==> config.mk <==
export PLATFORM = sky130hd
export DESIGN_NAME = radix_integer_to_digits_unit
export DESIGN_NICKNAME = d
export VERILOG_FILES = /design/src/rtl/rid_pkg.sv /design/src/rtl/rid_ram.sv /design/src/rtl/rid_divider.sv /design/src/rtl/radix_integer_to_digits_unit.sv
export SDC_FILE = /design/constraint.sdc
export NUM_CORES = 1
export LEC_CHECK = 0
export ABC_CLOCK_PERIOD_IN_PS = 4200
export BUFFER_PORTS_ARGS = -buffer_cell sky130_fd_sc_hd__buf_2
export CAP_MARGIN = 20
export CORE_ASPECT_RATIO = 0.9
export CORE_MARGIN = 10
export CORE_UTILIZATION = 50
export CTS_CLUSTER_DIAMETER = 40
export DETAILED_ROUTE_END_ITERATION = 10
export GPL_TIMING_DRIVEN = 0
export PLACE_DENSITY = 0.72
export SYNTH_ARGS = -nofsm -noshare
export SYNTH_HDL_FRONTEND = slang
export SYNTH_SLANG_ARGS = --single-unit
==> constraint.sdc <==
create_clock -name clock -period 4.2 [get_ports clock]
set_clock_uncertainty 0.1 [all_clocks]
set_input_delay 0.21 -clock clock [delete_from_list [all_inputs] [get_ports clock]]
set_output_delay 0.21 -clock clock [all_outputs]
set_load 0.02 [all_outputs]
==> src/rtl/rid_pkg.sv <==
package rid_pkg;

   // Field widths of one item
   localparam int VALUE_W = 32;
   localparam int BASE_W  = 6;
   localparam int MIN_W   = 8;
   localparam int CAP_W   = 7;
   localparam int CHAR_W  = 7;
   localparam int TLEN_W  = 7;

   // Radix limits
   localparam logic [BASE_W-1:0] BASE_LOW  = 6'd2;
   localparam logic [BASE_W-1:0] BASE_HIGH = 6'd36;

   // Character mapping
   localparam logic [CHAR_W-1:0] ASCII_ZERO   = 7'h30;
   localparam logic [CHAR_W-1:0] LOWER_OFFSET = 7'd39;
   localparam logic [CHAR_W-1:0] UPPER_OFFSET = 7'd7;
   localparam logic [BASE_W-1:0] LAST_DECIMAL = 6'd9;

   // Command to the serial divider
   typedef struct packed {
      logic               start;
      logic [VALUE_W-1:0] dividend;
      logic [BASE_W-1:0]  divisor;
   } div_cmd_type;

   // Status and result of the serial divider
   typedef struct packed {
      logic               busy;
      logic               done;
      logic [VALUE_W-1:0] quotient;
      logic [BASE_W-1:0]  remainder;
   } div_stat_type;

   // Saturate a radix into the legal range
   function automatic logic [BASE_W-1:0] clamp_base(input logic [BASE_W-1:0] base);
      logic [BASE_W-1:0] res;
      res = base;
      if (base < BASE_LOW) begin
         res = BASE_LOW;
      end else if (base > BASE_HIGH) begin
         res = BASE_HIGH;
      end
      return res;
   endfunction

   // Map a digit value to its ASCII character
   function automatic logic [CHAR_W-1:0] digit_char(input logic [BASE_W-1:0] digit,
                                                    input logic              lower);
      logic [CHAR_W-1:0] res;
      res = ASCII_ZERO + CHAR_W'(digit);
      if (digit > LAST_DECIMAL) begin
         res = res + (lower ? LOWER_OFFSET : UPPER_OFFSET);
      end
      return res;
   endfunction

endpackage

==> src/rtl/rid_ram.sv <==
module rid_ram #(
   parameter int WIDTH = 6,
   parameter int DEPTH = 64
) (
   input  logic                     clock,
   input  logic                     wr_en,
   input  logic [$clog2(DEPTH)-1:0] wr_addr,
   input  logic [WIDTH-1:0]         wr_data,
   input  logic                     rd_en,
   input  logic [$clog2(DEPTH)-1:0] rd_addr,
   output logic [WIDTH-1:0]         rd_data
);

   logic [WIDTH-1:0] mem_ff [DEPTH];
   logic [WIDTH-1:0] rd_data_ff;

   // Write port
   always_ff @(posedge clock) begin
      if (wr_en) begin
         mem_ff[wr_addr] <= wr_data;
      end
   end

   // Registered read port
   always_ff @(posedge clock) begin
      if (rd_en) begin
         rd_data_ff <= mem_ff[rd_addr];
      end
   end

   assign rd_data = rd_data_ff;

endmodule

==> src/rtl/rid_divider.sv <==
module rid_divider (
   input  logic                 clock,
   input  logic                 reset,
   input  rid_pkg::div_cmd_type cmd,
   output rid_pkg::div_stat_type stat
);

   import rid_pkg::*;

   localparam int CNT_W = $clog2(VALUE_W);
   localparam logic [CNT_W-1:0] LAST_STEP = CNT_W'(VALUE_W - 1);

   logic [VALUE_W-1:0] quo_ff, quo_in;
   logic [BASE_W-1:0]  rem_ff, rem_in;
   logic [BASE_W-1:0]  dvs_ff, dvs_in;
   logic [CNT_W-1:0]   cnt_ff, cnt_in;
   logic               busy_ff, busy_in;
   logic               done_ff, done_in;

   logic [BASE_W:0]    trial;
   logic [BASE_W:0]    diff;
   logic               fits;

   // One quotient bit per cycle: shift the dividend out, the quotient bit in
   assign trial = {rem_ff, quo_ff[VALUE_W-1]};
   assign fits  = trial >= {1'b0, dvs_ff};
   assign diff  = trial - {1'b0, dvs_ff};

   always_comb begin
      quo_in  = quo_ff;
      rem_in  = rem_ff;
      dvs_in  = dvs_ff;
      cnt_in  = cnt_ff;
      busy_in = busy_ff;
      done_in = 1'b0;
      if (cmd.start) begin
         quo_in  = cmd.dividend;
         rem_in  = '0;
         dvs_in  = cmd.divisor;
         cnt_in  = '0;
         busy_in = 1'b1;
      end else if (busy_ff) begin
         quo_in = {quo_ff[VALUE_W-2:0], fits};
         rem_in = fits ? diff[BASE_W-1:0] : trial[BASE_W-1:0];
         cnt_in = cnt_ff + 1'b1;
         if (cnt_ff == LAST_STEP) begin
            busy_in = 1'b0;
            done_in = 1'b1;
         end
      end
   end

   // Control state
   always_ff @(posedge clock) begin
      if (reset) begin
         busy_ff <= 1'b0;
         done_ff <= 1'b0;
         cnt_ff  <= '0;
      end else begin
         busy_ff <= busy_in;
         done_ff <= done_in;
         cnt_ff  <= cnt_in;
      end
   end

   // Datapath
   always_ff @(posedge clock) begin
      quo_ff <= quo_in;
      rem_ff <= rem_in;
      dvs_ff <= dvs_in;
   end

   assign stat.busy      = busy_ff;
   assign stat.done      = done_ff;
   assign stat.quotient  = quo_ff;
   assign stat.remainder = rem_ff;

endmodule

==> src/rtl/radix_integer_to_digits_unit.sv <==
// Each digit of the value comes from the serial divider, one quotient bit per
// cycle, and is written to the digit store on the hand-off; the string is then
// sized, and each character is read from the registered digit store and loaded
// into the output register, which stalls while the result side holds it off.
// Reset (synchronous, active high) clears control state; the digit store
// is not cleared and needs no clearing pass.
module radix_integer_to_digits_unit #(
   parameter int MAX_CHARS = 64
) (
   input  logic        clock,
   input  logic        reset,
   // req_tdata: number_value[31:0], number_base[37:32], lower_letters[38],
   //            min_digit_count[46:39], buffer_capacity[53:47], zero[55:54]
   input  logic        req_tvalid,
   output logic        req_tready,
   input  logic [55:0] req_tdata,
   // rsp_tdata: out_char[6:0], total_length[13:7], zero[15:14]
   output logic        rsp_tvalid,
   input  logic        rsp_tready,
   output logic [15:0] rsp_tdata,
   output logic        rsp_tlast
);

   import rid_pkg::*;

   localparam int AW    = $clog2(MAX_CHARS);
   localparam int LEN_W = $clog2(MAX_CHARS + 1);
   localparam int CW    = (LEN_W > CAP_W) ? LEN_W : CAP_W;
   localparam logic [CW-1:0] MAX_C = CW'(MAX_CHARS);

   typedef enum logic [4:0] {
      ST_IDLE   = 5'b00001,
      ST_DIVIDE = 5'b00010,
      ST_LENGTH = 5'b00100,
      ST_FETCH  = 5'b01000,
      ST_LOAD   = 5'b10000
   } state_type;

   state_type          state_ff, state_in;
   logic [BASE_W-1:0]  radix_ff, radix_in;
   logic               lower_ff, lower_in;
   logic [MIN_W-1:0]   min_ff, min_in;
   logic [CAP_W-1:0]   cap_ff, cap_in;
   logic [LEN_W-1:0]   ndig_ff, ndig_in;
   logic [LEN_W-1:0]   len_ff, len_in;
   logic [AW-1:0]      idx_ff, idx_in;
   logic               pad_ff, pad_in;
   logic               out_valid_ff, out_valid_in;
   logic [CHAR_W-1:0]  out_char_ff, out_char_in;
   logic               out_last_ff, out_last_in;
   logic [TLEN_W-1:0]  out_len_ff, out_len_in;

   div_cmd_type        dv_cmd;
   div_stat_type       dv_stat;
   logic               accept;
   logic               more_digits;
   logic               load;
   logic               ram_we;
   logic               ram_re;
   logic [BASE_W-1:0]  ram_rd_data;
   logic [BASE_W-1:0]  digit;

   logic               min_pos;
   logic [CW-1:0]      min_v;
   logic [CW-1:0]      cap_v;
   logic [CW-1:0]      ndig_v;
   logic [CW-1:0]      target;
   logic [CW-1:0]      len_v;

   assign accept     = req_tvalid && req_tready;
   assign req_tready = (state_ff == ST_IDLE);

   // Keep dividing while a quotient is left and the digit store has room
   assign more_digits = (dv_stat.quotient != '0) && ((CW'(ndig_ff) + 1'b1) < MAX_C);
   assign ram_we      = (state_ff == ST_DIVIDE) && dv_stat.done;
   assign ram_re      = (state_ff == ST_FETCH);

   // Start the divider on a new item or on the quotient of the last step
   always_comb begin
      dv_cmd.start    = accept || (ram_we && more_digits);
      dv_cmd.dividend = accept ? req_tdata[VALUE_W-1:0] : dv_stat.quotient;
      dv_cmd.divisor  = accept ? clamp_base(req_tdata[37:32]) : radix_ff;
   end

   rid_divider u_divider (
      .clock (clock),
      .reset (reset),
      .cmd   (dv_cmd),
      .stat  (dv_stat)
   );

   rid_ram #(
      .WIDTH (BASE_W),
      .DEPTH (MAX_CHARS)
   ) u_digit_ram (
      .clock   (clock),
      .wr_en   (ram_we),
      .wr_addr (ndig_ff[AW-1:0]),
      .wr_data (dv_stat.remainder),
      .rd_en   (ram_re),
      .rd_addr (idx_ff),
      .rd_data (ram_rd_data)
   );

   // Size the string: pad to the minimum, bounded by capacity and store depth
   always_comb begin
      min_pos = !min_ff[MIN_W-1] && (min_ff[MIN_W-2:0] != '0);
      min_v   = CW'(min_ff[MIN_W-2:0]);
      cap_v   = CW'(cap_ff);
      ndig_v  = CW'(ndig_ff);
      target  = (min_v < cap_v) ? min_v : cap_v;
      if (target > MAX_C) begin
         target = MAX_C;
      end
      len_v = ndig_v;
      if (min_pos && (min_v > ndig_v) && (target > ndig_v)) begin
         len_v = target;
      end
   end

   // Padding positions read as zero digits
   assign digit = pad_ff ? '0 : ram_rd_data;
   assign load  = (state_ff == ST_LOAD) && (!out_valid_ff || rsp_tready);

   // Sequencer
   always_comb begin
      state_in = state_ff;
      radix_in = radix_ff;
      lower_in = lower_ff;
      min_in   = min_ff;
      cap_in   = cap_ff;
      ndig_in  = ndig_ff;
      len_in   = len_ff;
      idx_in   = idx_ff;
      pad_in   = pad_ff;
      case (state_ff)
         ST_IDLE: begin
            if (accept) begin
               radix_in = clamp_base(req_tdata[37:32]);
               lower_in = req_tdata[38];
               min_in   = req_tdata[46:39];
               cap_in   = req_tdata[53:47];
               ndig_in  = '0;
               state_in = ST_DIVIDE;
            end
         end
         ST_DIVIDE: begin
            if (dv_stat.done) begin
               ndig_in = ndig_ff + 1'b1;
               if (!more_digits) begin
                  state_in = ST_LENGTH;
               end
            end
         end
         ST_LENGTH: begin
            len_in   = LEN_W'(len_v);
            idx_in   = AW'(len_v - 1'b1);
            state_in = ST_FETCH;
         end
         ST_FETCH: begin
            pad_in   = (CW'(idx_ff) >= CW'(ndig_ff));
            state_in = ST_LOAD;
         end
         ST_LOAD: begin
            if (load) begin
               if (idx_ff == '0) begin
                  state_in = ST_IDLE;
               end else begin
                  idx_in   = idx_ff - 1'b1;
                  state_in = ST_FETCH;
               end
            end
         end
         default: begin
            state_in = ST_IDLE;
         end
      endcase
   end

   // Output register: hold until taken, refill on load
   always_comb begin
      out_valid_in = out_valid_ff;
      out_char_in  = out_char_ff;
      out_last_in  = out_last_ff;
      out_len_in   = out_len_ff;
      if (load) begin
         out_valid_in = 1'b1;
         out_char_in  = digit_char(digit, lower_ff);
         out_last_in  = (idx_ff == '0);
         out_len_in   = TLEN_W'(len_ff);
      end else if (rsp_tready) begin
         out_valid_in = 1'b0;
      end
   end

   // Control state
   always_ff @(posedge clock) begin
      if (reset) begin
         state_ff     <= ST_IDLE;
         out_valid_ff <= 1'b0;
         ndig_ff      <= '0;
      end else begin
         state_ff     <= state_in;
         out_valid_ff <= out_valid_in;
         ndig_ff      <= ndig_in;
      end
   end

   // Payload
   always_ff @(posedge clock) begin
      radix_ff    <= radix_in;
      lower_ff    <= lower_in;
      min_ff      <= min_in;
      cap_ff      <= cap_in;
      len_ff      <= len_in;
      idx_ff      <= idx_in;
      pad_ff      <= pad_in;
      out_char_ff <= out_char_in;
      out_last_ff <= out_last_in;
      out_len_ff  <= out_len_in;
   end

   assign rsp_tvalid = out_valid_ff;
   assign rsp_tlast  = out_last_ff;
   assign rsp_tdata  = {2'b00, out_len_ff, out_char_ff};

   // A divider result only arrives while digits are being collected
   a_done_in_divide: assert property (@(posedge clock) disable iff (reset)
      dv_stat.done |-> (state_ff == ST_DIVIDE))
      else $error("divider finished outside the divide phase");

   // The string never ends up shorter than its digits
   a_len_covers_digits: assert property (@(posedge clock) disable iff (reset)
      (state_ff == ST_FETCH) |-> (CW'(len_ff) >= CW'(ndig_ff)))
      else $error("string length below digit count");

   // Every character leaving the block reports a nonzero length
   a_len_nonzero: assert property (@(posedge clock) disable iff (reset)
      rsp_tvalid |-> (rsp_tdata[13:7] != '0))
      else $error("character with zero total length");

   // Loading the last character returns the sequencer to idle and flags it as last
   a_last_to_idle: assert property (@(posedge clock) disable iff (reset)
      (load && (idx_ff == '0)) |=> (state_ff == ST_IDLE) && rsp_tlast)
      else $error("last character without return to idle");

endmodule

## Word-level counts from Yosys, hierarchy flattened

Memory sizes are Yosys's and may differ from the RTL's. A register that Yosys moved wholly into a read port is not among the register bits.
Index checks and enable logic that the tools add are counted.

| word-level totals | value |
|---|---|
| output and inout port bits | 19 |
| bits in registers | 115 |
| memories kept | 1 |
| logic and storage cells | 109 |
| memory bits (writable) | 384 |
| input port bits | 60 |

| operators by class | value |
|---|---|
| equal/unequal tests | 12 |
| add/sub/neg operators | 7 |
| reduce and logical (&&, ||, !) cells | 26 |
| $lt $le $gt $ge | 10 |
| bitwise operators | 1 |
| multiplexer cells | 33 |

Memory list:

| memory | words | bits a word | rd ports | clocked after memory_dff | write ports | line | source |
|---|---|---|---|---|---|---|---|
| u_digit_ram.mem_ff | 64 | 6 | 1 | 1 | 1 | rid_ram.sv:14 | `logic [WIDTH-1:0] mem_ff [DEPTH];` |

Operator list:

| kind | count |
|---|---|
| $mux 32 | 3 |
| $mux 6 | 8 |
| $mux 7 | 6 |
| $reduce_bool 32->1 | 1 |
| $pmux 5 s5 | 1 |
| $mux 5 | 4 |
| $gt 7x7->1 | 2 |
| $pmux 7 s2 | 1 |
| $pmux 6 s2 | 1 |
| $sub 6x1->6 const B | 2 |
| $eq 5x5->1 const B | 2 |
| $logic_and 1x1->1 | 8 |
| $mux 1 | 8 |
| $reduce_bool 2->1 | 4 |
| $add 6x6->7 const A | 1 |
| $add 7x1->7 const B | 1 |
| $add 7x6->7 | 1 |
| $ge 6x7->1 | 1 |
| $ge 7x6->1 | 1 |
| $gt 7x7->1 const B | 1 |
| $lt 7x7->1 | 1 |
| $lt 7x7->1 const B | 1 |
| $reduce_bool 7->1 | 1 |
| $gt 6x4->1 const B | 1 |
| other kinds (20) | 28 |

## Longest topological paths before layout

Gate-level depths: netlist (run 1).

| depth | value |
|---|---|
| word-level depth | 9 |
| gate-level depth with buffers | 18 |
| mapped depth without buffers | 17 |

## Cells and area by module

From an unflattened synthesis (run 1), not the netlist that was laid out.

| second synthesis, totals | value |
|---|---|
| cells, all modules | 1383 |
| area, all modules | 21861.0 µm² |

By module, submodules not included:

| module | times used | area each (µm²) | cells an instance | seq. area each (µm²) |
|---|---|---|---|---|
| rid_ram | 1 | 15285.9 | 720 | 11711.2 |
| radix_integer_to_digits_unit | 1 | 4165.2 | 482 | 1791.7 |
| rid_divider | 1 | 2409.8 | 181 | 1401.3 |

## Worst setup path after synthesis (run 1)

Ideal clock, no wire load.

| path | value |
|---|---|
| path kind | register -> register |
| from | register min_ff[4] |
| to | register idx_ff[5], data pin |
| data required time | 3.839 ns |
| arrival time | 3.621 ns |
| stages on the path, launching flop included | 16 |
| path slack | 0.219 ns |
| library setup time | 0.261 ns |
| period minus slack after synthesis | 3.981 ns |
| path buffers | 1 |
| cell sequence | edfxtp_1 ha_1 a2111o_1 o21ai_2 mux2i_1 ha_1 nand2_1 nor2_1 a211oi_1 o22ai_1 o211a_1 buf_6 mux2_4 o41ai_4 nand3_2 xor2_1 |

| on the way | value |
|---|---|
| longest elaborated chain between the ends | 9 |
| elaborated cells on any way between the ends | 13 |
| classes of those cells | add/sub: 1; order compare: 4; mux: 4; reduce/logical: 4 |

Ends and longest elaborated chain:

| element | line | source |
|---|---|---|
| start: declaration | radix_integer_to_digits_unit.sv:42 | `logic [MIN_W-1:0] min_ff, min_in;` |
| start signal: assignment | radix_integer_to_digits_unit.sv:213 | `min_ff <= min_in;` |
| $lt 7x7->1 | radix_integer_to_digits_unit.sv:111 | `target = (min_v < cap_v) ? min_v : cap_v;` |
| $mux 7 | radix_integer_to_digits_unit.sv:111 |  |
| $gt 7x7->1 | radix_integer_to_digits_unit.sv:112 | `if (target > MAX_C) begin` |
| $mux 7 | radix_integer_to_digits_unit.sv:112 |  |
| $gt 7x7->1 | radix_integer_to_digits_unit.sv:116 | `if (min_pos && (min_v > ndig_v) && (target > ndig_v)) begin` |
| $logic_and 1x1->1 | radix_integer_to_digits_unit.sv:116 |  |
| $mux 7 (*) | radix_integer_to_digits_unit.sv:116 |  |
| net len_v[2] | radix_integer_to_digits_unit.sv:68 | `logic [CW-1:0] len_v;` |
| $sub 6x1->6 (*) | radix_integer_to_digits_unit.sv:157 | `idx_in = AW'(len_v - 1'b1);` |
| $pmux 6 s2 (*) | radix_integer_to_digits_unit.sv:136 | `case (state_ff)` |
| net idx_in[5] | radix_integer_to_digits_unit.sv:46 | `logic [AW-1:0] idx_ff, idx_in;` |
| end signal: assignment | radix_integer_to_digits_unit.sv:216 | `idx_ff <= idx_in;` |
| end: declaration | radix_integer_to_digits_unit.sv:46 |  |

Mark *: on every way through the listed nets, which the timed path passes. The rest lies on a longest branch.
A chain may end at the register's enable or synchronous reset.

## Worst setup path in the final report (run 1)

| path | value |
|---|---|
| from | register cap_ff[4] |
| to | register idx_ff[5], data pin |

| on the way | value |
|---|---|
| longest elaborated chain between the ends | 9 |

Ends and longest elaborated chain:

| element | line | source |
|---|---|---|
| start: declaration | radix_integer_to_digits_unit.sv:43 | `logic [CAP_W-1:0] cap_ff, cap_in;` |
| start signal: assignment | radix_integer_to_digits_unit.sv:214 | `cap_ff <= cap_in;` |
| $lt 7x7->1 | radix_integer_to_digits_unit.sv:111 |  |
| $mux 7 (*) | radix_integer_to_digits_unit.sv:111 |  |
| $gt 7x7->1 | radix_integer_to_digits_unit.sv:112 |  |
| $mux 7 (*) | radix_integer_to_digits_unit.sv:112 |  |
| $gt 7x7->1 | radix_integer_to_digits_unit.sv:116 |  |
| $logic_and 1x1->1 | radix_integer_to_digits_unit.sv:116 |  |
| $mux 7 (*) | radix_integer_to_digits_unit.sv:116 |  |
| net len_v[1] | radix_integer_to_digits_unit.sv:68 |  |
| $sub 6x1->6 (*) | radix_integer_to_digits_unit.sv:157 |  |
| $pmux 6 s2 (*) | radix_integer_to_digits_unit.sv:136 |  |
| net idx_in[5] | radix_integer_to_digits_unit.sv:46 |  |

Marked as above.

==> flow_results.org, run 1 <==
** Outcome
- Run status :: complete, no violations

** Die
- Die boundary width :: ~240 um
- In this run the standard cell core region covers about 42000 um2.
- From bottom edge to top edge, the die measures between 200 and 250 um.
- The floorplan step defined a die boundary enclosing 51100 um2.
- For this configuration, the core starts out at a cell density of 0.507.
- Number of standard-cell rows in the floorplan :: between 70 and 80
- Ports placed on the boundary :: 79

** Worst setup path
- Largest delay share family, worst path :: compound AO/OA/AOI/OAI gates
- Required @ worst endpoint :: approximately 4.5 ns
- Worst-path maximum fanout :: 8
- Total buffers and inverters traversed by the critical path :: 3
- Cell breakdown of the critical path :: inv_2 -> ha_4 -> a2111o_1 -> o21ai_4 -> buf_12 -> mux2i_4 -> ha_1 -> nand4_1 -> nor2_1 -> nor4_2 -> o211a_1 -> buf_6 -> mux2_4 -> o41ai_4 -> nand3_2 -> xor2_1
- STA puts the critical path data arrival time at 4.44 ns.
- The startpoint identified for the worst register-to-register timing path is cap_ff[4].
- The endpoint identified for the worst register-to-register timing path is idx_ff[5].
- Startpoint class of the critical path :: flip-flop
- In this design, the stage delay of the slowest critical-path cell is roughly 0.44 ns.
- STA classifies the critical path endpoint as a flip-flop.
- R2r setup slk :: approximately 0.042 ns
- Slowest cell on the critical path :: a2111o_1
- Reg2reg path depth :: 16
- Critical path start-end classification :: reg -> reg

** Timing
- The hold violation total from the final report is 0.
- Pin slew with the least headroom to its limit :: approximately 1 ns
- Highest achievable clock rate :: between 200 and 250 MHz
- Remaining max-slew budget at the tightest pin :: 0.315
- Setup violations remaining at the end of the flow were counted as 0.
- Final setup slack of the worst path :: 0.0420 ns
- Hold is met by around 0.12 ns.
- Dividing the final minimum period by the clock period gives 0.990.
- Total negative slack for setup checks :: 0 ns
- The final number of max-transition violations came to 0.
- Minimum clock period :: about 4.2 ns

** GRT
- Met1 Resource Use GR :: 0.256
- Via count of the first global-routing pass :: about 13000
- Largest net degree at the start of global routing :: 51
- First-pass GRT wire length :: 78000 um
- Initial antenna violation count :: 1
- Overflow after GRT :: 0
- In this run the most used layer during global routing was met2.
- Grt met2 use :: 0.320
- For this run, global-route usage on met3 was measured as 0.0461.
- Global router's overall resource usage :: 0.198

** Min path
- Along the worst hold path, the cell count comes to 5.
- In this run the worst hold path is classified as in -> reg.
- In this run the most critical hold path is launched from req_tdata[33].
- For hold timing, the worst endpoint is radix_ff[0].

** Clocking
- Counting every sink on the clock net gives 505.
- In this run, CTS created clock tree buffers numbering 60.
- Root buffer cell :: clkbuf_16
- TritonCTS built the clock tree.
- For the worst-skew pair, the clock arrives at the later sink with an insertion delay of 0.63 ns.
- Maximum clock path buffer count :: 3
- After clock tree synthesis, the clock-pin slew on the worst setup and hold paths is 0.06 ns.
- CTS built an H-tree with a depth of 2.

** Synthesis
- Commonest cells in the synthesized netlist :: edfxtp_1, nor2_1, mux2i_1
- Largest area contributor in the synthesized netlist :: edfxtp_1
- Yosys attributes the largest share of cell area to edfxtp_1, mux2i_1, mux4_2.
- Most common cell in the netlist :: edfxtp_1
- Number of flops mapped to enable cells by yosys :: around 480
- The share of synthesized area in the top cell type comes to 0.677.
- Post-synthesis cell area :: about 21000 um2
- Part of the Yosys area used for sequential elements :: 0.702
- Cell count after synthesis :: around 1400
- Counting flops with an async set or reset pin after synthesis yields a share of 0.
- Synthesis inferred between 500 and 600 register bits.
- Synthesis Warnings :: 0
- Yosys mapped the design onto 55 distinct sky130hd cell types.
- Avg Synthesized Cell Area :: 15.5 um2
- Ys flop type :: edfxtp_1

** Layout
- Of the cells placed in the final design, the portion with a size suffix greater than 1 is 0.200.
- Final net count :: between 1500 and 2000
- Share of the core filled with cells in the final layout :: 0.604
- The multi-input combinational cells in the finished layout cover a total of 6080 um2.
- Number of inserted filler cells in the final layout :: slightly above 3000
- Compared with the post-synthesis result, the final layout area differs by 19.3%.
- Reg area :: approximately 15000 um2
- After routing the design area is 25300 um2.
- The finished layout holds approximately 2200 standard cells, fillers aside.

** Power and ir drop
- Switching power total :: around 3.1 mW
- IR drop worst, VDD :: 0.413 mV
- Total power per unit cell area :: 503 nW/um2
- Of the total power, the share spent switching nets is 0.246.
- Sequential share of power :: 0.496
- The internal power of the cells totals between 9 and 10 mW.
- Power, Total :: 12.7 mW
- Share of power burned in combinational logic :: 0.091
- The analysis attributes to cell leakage a power of ~8.7 nW.
- The share of total power dissipated in the clock network is 0.413.

** Drt
- Once detail routing completed, the nets flagged for antenna violations numbered 0.
- Number of design-rule violations left by the first detailed-router iteration :: about 1400
- Routed WL per cell :: ~24 um
- The routed layout has ~13000 vias.
- Dividing the detail-routed via count by the number of cells gives 5.87.
- DR pass1 iterations :: 5
- DRC :: 0
- DRT Wirelength :: approximately 52000 um

** Placed design
- The congestion estimate from routability-driven global placement came to approximately 0.87.
- At the placement stage, the worst setup path has a slack of -0.217 ns.
- Detailed placement finished with a half-perimeter wire length of 33400 um.
- The placed instances occupy a cell area of 22500 um2.
- Input and output buffers added on the ports amount to 74.
- The number of placed instances, taps included, is about 2000.

** Job
- Max-capacitance violation count :: 0
-- what timing repair did --
| item | in CTS | in global routing |
|---|---|---|
| setup endpoints to repair | 5 | 5 |
| pin swaps | 1 | 9 |
| buffers inserted | 3 | 4 |
| hold buffers | 57 | 0 |
| hold endpoints to repair | 69 | 0 |
| gates resized for setup | 6 | 20 |
-- metal layers --
layer | part of all wire | up-vias
li1 | - | 5731
met1 | 0.40 | 6375
met2 | 0.48 | 578
met3 | 0.083 | 125
met4 | 0.037 | 0
met5 | 0 | -
-- worst max path at each step --
stage / cells past startpoint / end / from / slack [ns]
after floorplan: 15 / idx_ff[5] / min_ff[4] / 0.22
after global placement: 9 / u_divider.quo_ff[0] / u_divider.rem_ff[0] / -0.38
after detailed placement: 15 / idx_ff[5] / min_ff[6] / -0.22
after CTS: 17 / idx_ff[4] / min_ff[3] / 0.002
after global routing: 17 / idx_ff[4] / cap_ff[4] / -0.10
final: 16 / idx_ff[5] / cap_ff[4] / 0.04
-- flip-flops by register name (all words and copies together), names as in the netlist, 5 cells and up --
name                 count
u_digit_ram.mem_ff     384
u_divider.quo_ff        32
min_ff                   8
cap_ff                   7
len_ff                   7
ndig_ff                  7
out_char_ff              7
out_len_ff               7
idx_ff                   6
radix_ff                 6
u_digit_ram.rd_data      6
u_divider.dvs_ff         6
u_divider.rem_ff         6
state_ff                 5
u_divider.cnt_ff         5
-- worst min-delay path: cells and delay by family --
kind / cells / cell delay [ns]
simple gates: 3 / 0.29
compound gates: 1 / 0.12
buf+inv: 1 / 0.09
-- power groups by stage --
stage	Clock (mW)	Sequential (mW)	Combinational, mW
finish	5.26	6.33	1.16
global route	5.54	6.35	1.26
CTS	5.30	6.32	1.09
detailed placement	0	6.43	1.02
global placement	0	6.67	0.642
floorplan	0	6.41	0.513
-- cell families (layout without fill, tap and decap cells) --
logic type | Yosys count | in the layout | share of synthesized area
compound gates | 179 | 179 | 0.0531
xor+xnor | 19 | 19 | 0.00783
fa+ha+maj | 42 | 42 | 0.0250
buf+inv | 104 | 366 | 0.0202
flops | 505 | 505 | 0.702
mux | 199 | 199 | 0.125
other cells | 1 | 3 | 0.000177
simple gates | 321 | 321 | 0.0675
-- cell usage in the layout, fill, tap and decap left out, drive strengths merged, types with 5 or more instances in the layout --
master and n:
buf 119, mux2i 115, nor4 12, inv 53, dfxtp 26, a21oi 57
edfxtp 479, bufinv 5, nand2b 20, nor3 27, o221ai 24, ha 40
o22ai 25, nand3 19, o21ai 43, clkbuf 110, nand2 53, nand4 8
xnor2 13, clkinv 17, mux4 48, clkinvlp 5, xor2 6, nor2 163
mux2 36, dlygate4sd3 57, a211oi 14
-- final cells by class --
type                       count  share of cell area
timing repair buffer         148              0.0469
tap                          547              0.0270
sequential                   505               0.589
antenna                        1           0.0000988
clock inverter                43              0.0182
clock buffer                  71              0.0625
buffer                        67              0.0115
multi-input combinational    762               0.240
inverter                      37             0.00548
Power figures use the tool's default switching activity.
==> run 2: changes to the inputs <==
CELL_PAD_IN_SITES_DETAIL_PLACEMENT = 0   (was default)
CELL_PAD_IN_SITES_GLOBAL_PLACEMENT = 1   (was default)
CORE_UTILIZATION = 48   (was 50)
PLACE_DENSITY = 0.79   (was 0.72)
SYNTH_HIERARCHICAL = 1   (was default)
==> flow_results.org, run 2 <==
** Outcome
- Run status :: complete, no violations (unchanged)

** Placed design
- GPL Wtd Cong :: 0.836 (was 0.870)
- Input/output buffers :: 74 (unchanged)
- Area after DPL :: 23100 um2 (was 22500 um2)
- Detailed-placement wirelength estimate :: 34700 um (was 33400 um)

** Drt
- The detailed-routing iteration count for the pre-antenna-repair pass is 5 (unchanged).
- Post-detailed-route via-to-cell ratio :: 5.83 (was 5.87)
- The total routed wirelength came to 53400 um (was 51600 um).
- Total number of vias :: 13170 (was 12809)
- The count of unresolved DRC violations after routing is 0 (unchanged).
- Count of nets left with antenna violations after detail routing :: 0 (unchanged)
- Routed WL per cell :: 23.6 um (about the same)
- Number of design-rule violations left by the first detailed-router iteration :: 1527 (was 1364)

** Timing
- The minimum period implied by the final worst setup slack is 4.14 ns (was 4.16 ns).
- Remaining max-slew budget at the tightest pin :: 0.269 (was 0.315)
- The number of endpoints failing setup at the final stage is 0 (unchanged).
- The hold violation total from the final report came to 0 (unchanged).
- Total negative slack for setup checks :: 0 ns (unchanged)
- Highest achievable clock rate :: 242 MHz (was 240 MHz)
- The slew at the pin closest to its max-slew limit is 1.09 ns (was 1.03 ns).
- The final critical-path share of the clock period is 0.985 (was 0.990).
- Number of pins exceeding their max-slew limit in the final report :: 0 (unchanged)

** Job
- Max-capacitance violation count :: 0 (unchanged)

** Clocking
- Root buffer cell :: clkbuf_16 (unchanged)
- The maximum count of clock buffers along a single path was 3 (unchanged).
- Total CTS buffers :: 66 (was 60)
- Clock edge transition at the registers on the reported setup and hold paths :: 0.05 ns (was 0.06 ns)
- The maximum level of the CTS H-tree was 3 (was 2).
- The clock latency on the worst-skew pair came to 0.60 ns (was 0.63 ns).
- The TritonCTS clock tree was built (unchanged).
- The clock sink count came to 505 (unchanged).

** Power and ir drop
- Leakage Power :: 8.99 nW (was 8.70 nW)
- IR drop worst, VDD :: 0.274 mV (was 0.413 mV)
- Total power per unit cell area :: 501 nW/um2 (was 503 nW/um2)

** Die
- Vertical extent of the die :: 222 um (was 216 um)
- The number of ports placed on the die boundary is 79 (unchanged).
- The die area is 54500 um2 (was 51100 um2).
- The starting density of the core came to 0.484 (was 0.507).
- Number of standard-cell rows in the floorplan :: 74 (was 71)
- The horizontal extent of the die was 245 um (was 237 um).
- Core region area :: 45200 um2 (was 41900 um2)

** Min path
- The worst hold path depth was 5 (unchanged).
- The origin of the worst min-delay path is req_tdata[33] (unchanged).
- The terminating pin of the worst hold path is radix_ff[0] (unchanged).
- Class of the tightest hold or removal check :: in -> reg (unchanged)

** Layout
- Area of the multi-input gates :: 6640 um2 (was 6080 um2)
- The number of fill cells in the layout is 3511 (was 3020).
- Largest registers: u_digit_ram/mem_ff x384, u_divider/quo_ff x32, min_ff x8 (was u_digit_ram.mem_ff x384, u_divider.quo_ff x32, min_ff x8).
- Reg area :: 14900 um2 (unchanged)
- Share of post-route cells with drive strength above 1 :: 0.240 (was 0.200)
- The most common cell after layout, fill and taps aside was edfxtp_1 (unchanged).
- Commonest cells after routing, fill and taps aside: edfxtp_1, nand2_1, nor2_1 (was edfxtp_1, nor2_1, mux2i_1).
- The final instance area came to 26100 um2 (was 25300 um2).
- The area overhead of the layout relative to synthesis was 19.3% (about the same).
- Largest register FFs :: 384 (unchanged)
- The number of nets in the layout came to 1703 (was 1682).
- Register with the most flip-flops :: u_digit_ram/mem_ff (was u_digit_ram.mem_ff)
- Share of the core filled with cells in the final layout :: 0.577 (was 0.604)

** GRT
- The met2 track utilization from global routing is 0.307 (was 0.320).
- The met1 global-route usage is 0.271 (was 0.256).
- The met3 track demand over resource in global routing is 0.0428 (was 0.0461).
- Overflow after GRT :: 0 (unchanged)
- The first-pass GRT wire length came to 81100 um (was 78000 um).
- Largest net degree at the start of global routing :: 58 (was 51)
- The busiest metal layer after global routing is met2 (unchanged).
- Global router's overall resource usage :: 0.197 (was 0.198)
- The number of global-route vias before repair is 13221 (was 13150).
- Initial antenna violation count :: 1 (unchanged)

** Worst setup path
- Reg2reg path depth :: 16 (unchanged)
- The launching point of the worst reg2reg path is min_ff[3] (was cap_ff[4]).
- Crit path capture type :: flip-flop (unchanged)
- Data arrival, critical path :: 4.39 ns (was 4.44 ns)
- The critical register-to-register path endpoint is idx_ff[4] (was idx_ff[5]).
- Critical path start-end classification :: reg -> reg (unchanged)
- Worst-path maximum fanout :: 8 (unchanged)
- The launching element type of the critical path is a flip-flop (unchanged).
- The slack of the worst reg-to-reg path is 0.06 ns (was 0.04 ns).
- The data required time of the critical path was 4.46 ns (was 4.48 ns).

** Synthesis
- The post-synthesis average cell area is 15.8 um2 (was 15.5 um2).
- The warning count from the yosys run is 6 (was 0).
- The cell count after synthesis was 1382 (was 1370).
- The cell area after synthesis came to 21900 um2 (was 21200 um2).
## run 2: stage by stage
stage / power, mW / instances / worst slack, ns / hold slack [ns]
global placement: 7.63 / 2065 / -0.681 / 0.287
CTS: 13.1 / 2247 / -0.0146 / 0.0610
global route: 13.6 / 2259 / -0.0586 / 0.107
detailed placement: 7.75 / 2072 / -0.743 / 0.288
floorplan: 7.21 / 1383 / 0.231 / 0.182
finish: 13.1 / 2259 / 0.0621 / 0.0697
## run 2: what timing repair did
action	in CTS	in global routing
setup endpoints to repair	70	38
hold buffers	56	0
pin swaps	0	12
setup buffers	2	8
gates resized for setup	12	24
hold endpoints to repair	63	0
## run 2: worst max-delay path by stage
stage | from | to | slack (ns) | depth (start not counted)
global route | cap_ff[2] | idx_ff[5] | -0.06 | 17
global placement | state_ff[0] | u_divider/quo_ff[26] | -0.68 | 8
floorplan | state_ff[0] | u_divider/quo_ff[0] | 0.23 | 8
detailed placement | state_ff[0] | u_divider/quo_ff[25] | -0.74 | 8
CTS | min_ff[2] | idx_ff[5] | -0.01 | 15
finish | min_ff[3] | idx_ff[4] | 0.06 | 16
## run 2: final cells by class
type | instances | share of cell area
Clock buffer | 76 | 0.0652
Timing Repair Buffer | 150 | 0.0445
Clock inverter | 41 | 0.0144
Buffer | 64 | 0.0146
Inverter | 38 | 0.00547
Tap cell | 608 | 0.0292
Multi-Input combinational cell | 776 | 0.255
Antenna cell | 1 | 0.0000960
Sequential cell | 505 | 0.572
## run 2: routing by layer
metal / up-vias / part of all wire
li1: 5828 / -
met2: 549 / 0.48
met3: 98 / 0.078
met4: 0 / 0.023
met1: 6695 / 0.42
met5: - / 0
## run 2: worst max-delay path, cell delays in order, from the launching register on
cell and delay (ns):
edfxtp_1 0.52, ha_1 0.37, nand3_2 0.10, o21a_4 0.27, and3_4 0.18, nor3_2 0.20
inv_1 0.09, ha_1 0.19, or4_1 0.53, o22a_2 0.28, and3_4 0.17, buf_6 0.14
a211oi_4 0.30, a21oi_2 0.07, ha_2 0.23, nand3_1 0.09, xor2_1 0.07
## run 2: power breakdown
group          internal [mW]  switching, mW  total [mW]  leakage, nW
Combinational          0.582          0.841        1.42         3.38
Sequential              6.10          0.257        6.36         4.61
Clock                   3.09           2.20        5.29        0.998
==> run 3: changes to the inputs <==
CELL_PAD_IN_SITES_DETAIL_PLACEMENT = 1   (was 0)
HOLD_SLACK_MARGIN = 0.15   (was default)
==> flow_results.org, run 3 (same netlist as run 2, synthesis figures left out) <==
** Outcome
- Run status: finished, violations left (was complete, no violations).
- Violated checks :: negative setup slack

** Power and ir drop
- IR drop worst, VDD :: 0.288 mV (was 0.274 mV)
- Total power per unit cell area :: 523 nW/um2 (was 501 nW/um2)
- The leakage power summed over all cells is 9.17 nW (was 8.99 nW).
- The total power is 13.9 mW (was 13.1 mW).

** Die
- Vertical extent of the die :: 222 um (unchanged)
- Core region area :: 45200 um2 (unchanged)
- The horizontal extent of the die came to 245 um (unchanged).
- Starting density of the core :: 0.484 (unchanged)
- The number of ports placed on the die boundary came to 79 (unchanged).
- Number of standard-cell rows in the floorplan :: 74 (unchanged)
- Die area :: 54500 um2 (unchanged)

** GRT
- Global router's overall resource usage :: 0.236 (was 0.197)
- The initial antenna violation count is 3 (was 1).
- Overflow after GRT :: 0 (unchanged)
- The number of global-route vias before repair was 15032 (was 13221).
- First-pass GRT wire length :: 96800 um (was 81100 um)
- The largest net degree at the start of global routing is 58 (unchanged).

** Timing
- Count of final hold-check violations :: 0 (unchanged)
- The upper clock frequency limit was 230 MHz (was 242 MHz).
- Number of pins exceeding their max-slew limit in the final report :: 0 (unchanged)
- Final hold slack :: 0.231 ns (was 0.0697 ns)
- Remaining max-slew budget at the tightest pin :: 0.389 (was 0.269)
- The minimum period implied by the final worst setup slack is 4.34 ns (was 4.14 ns).
- Pin slew with the least headroom to its limit :: 0.910 ns (was 1.09 ns)
- The number of endpoints failing setup at the final stage came to 5 (was 0).
- Total negative slack for setup checks :: -0.486 ns (was 0 ns)
- Period utilization :: 1.03 (was 0.985)
- Final setup slack of the worst path :: -0.145 ns (was 0.0621 ns)

** Worst setup path
- The launching element type of the critical path is a flip-flop (unchanged).
- Crit path capture type :: flip-flop (unchanged)
- Worst-path maximum fanout :: 10 (was 8)
- Critical path start-end classification :: reg -> reg (unchanged)
- Required @ worst endpoint :: 4.51 ns (was 4.46 ns)
- Data arrival, critical path :: 4.65 ns (was 4.39 ns)

** Layout
- The fraction of the core area covered by cells at the end of the flow was 0.586 (was 0.577).
- Area of all placed cells without fillers :: 26500 um2 (was 26100 um2)
- Largest registers: u_digit_ram/mem_ff x384, u_divider/quo_ff x32, min_ff x8 (unchanged).
- Commonest non-fill, non-tap cell in the layout :: edfxtp_1 (unchanged)
- Largest register FFs :: 384 (unchanged)
- Commonest cells after routing, fill and taps aside :: edfxtp_1, nand2_1, nor2_1 (unchanged)
- The number of non-filler instances in the completed layout is 2280 (was 2259).
- The area overhead of the layout relative to synthesis was 21.1% (was 19.3%).
- The register containing the most flip-flops in the final layout is u_digit_ram/mem_ff (unchanged).
- Final net count :: 1719 (was 1703)
- The share of post-route cells with drive strength above 1 came to 0.256 (was 0.240).

** Min path
- Class of the tightest hold or removal check :: in -> reg (unchanged)

** Placed design
- Cells after DPL :: 2072 (unchanged)
- The global placement routability congestion was 0.836 (unchanged).
- Detailed-placement wirelength estimate :: 39600 um (was 34700 um)
- Worst setup slack after placement :: -0.816 ns (was -0.743 ns)
- The count of buffers inserted at the top-level ports came to 74 (unchanged).
- The post-placement cell area came to 23100 um2 (unchanged).

** Clocking
- Total CTS buffers :: 68 (was 66)
- TritonCTS clock tree :: built (unchanged)
- The clock root buffer is clkbuf_16 (unchanged).
- Later-pin clock latency in the skew report :: 0.60 ns (about the same)
- Clock edge transition at the registers on the reported setup and hold paths :: 0.05 ns (about the same)
- Number of H-tree levels :: 3 (unchanged)
- The clock sink count was 505 (unchanged).
- The maximum count of clock buffers along a single path came to 3 (unchanged).

** Job
- Max-capacitance violation count :: 0 (unchanged)

** Drt
- The average wire per cell in the routed design is 29.0 um (was 23.6 um).
- Count of nets left with antenna violations after detail routing :: 0 (unchanged)
- Number of design-rule violations left by the first detailed-router iteration :: 1477 (was 1527)
- DR pass1 iterations :: 6 (was 5)
- DRC :: 0 (unchanged)
- DRT Wirelength :: 66100 um (was 53400 um)
- Total number of vias :: 14204 (was 13170)
- Post-detailed-route via-to-cell ratio :: 6.23 (was 5.83)
## run 3: cell count changes in the layout (fill, tap and decap cells not counted), moves of 3 or more
cell	delta
clkbuf_16	+4
dlygate4sd3_1	+3
inv_16	-3
buf_4	+11
o21ai_1	+3
o21ai_0	-4
bufinv_16	+4
clkinv_1	-7
## run 3: what timing repair did
item / 4_1_cts / 5_1_grt
gates cloned: 1 / 0
gates resized for setup: 24 / 32
endpoints found under the hold margin: 72 / 0
setup buffers: 4 / 17
pin swaps: 5 / 13
hold buffers: 59 / 0
endpoints found under the setup margin: 70 / 70
## run 3: final timing paths
| kind | depth (start not counted) | endpoint | slack, ns | startpoint |
|---|---|---|---|---|
| worst max-delay path | 17 | idx_ff[2] | -0.14 | cap_ff[6] |
| worst min register to register | 0 | out_len_ff[4] | 0.32 | len_ff[4] |
| worst min-delay path | 2 | lower_ff | 0.23 | req_tdata[38] |
| worst max register to register | 17 | idx_ff[2] | -0.14 | cap_ff[6] |
## run 3: power breakdown
group          internal (mW)  switching, mW
clock                   3.51           2.32
sequential              6.10          0.285
combinational          0.627           1.01
total                   10.2           3.62
## run 3: layout make-up
| type | count | area (um2) |
|---|---|---|
| Clock buffer | 83 | 1810 |
| Tap cell | 608 | 761 |
| Buffer | 64 | 383 |
| Sequential cell | 505 | 14900 |
| Clock inverter | 40 | 468 |
| Antenna cell | 2 | 5.00 |
| Inverter | 38 | 143 |
| Timing Repair Buffer | 163 | 1260 |
| Multi-Input combinational cell | 777 | 6730 |
| Fill cell | 4224 | 18700 |
## run 3: critical path, stage by stage (launching register included)
cell	delay [ns]
edfxtp_1	0.45
inv_2	0.19
ha_1	0.24
buf_2	0.28
nor2_1	0.15
and3_1	0.26
nor3_4	0.16
inv_1	0.08
ha_1	0.33
nor3_1	0.31
nor2_1	0.09
o22a_2	0.28
and3_4	0.17
buf_6	0.14
a211oi_4	0.30
a21oi_2	0.09
ha_2	0.26
xnor2_1	0.26
## run 3: routing by layer
layer  vias to the layer above  global-route usage  part of all wire
met5                         -                   0                 0
met4                         0              0.0885             0.036
met3                       177              0.0402             0.074
met2                       730               0.397              0.51
met1                      7415               0.302              0.38
li1                       5882                   -                 -
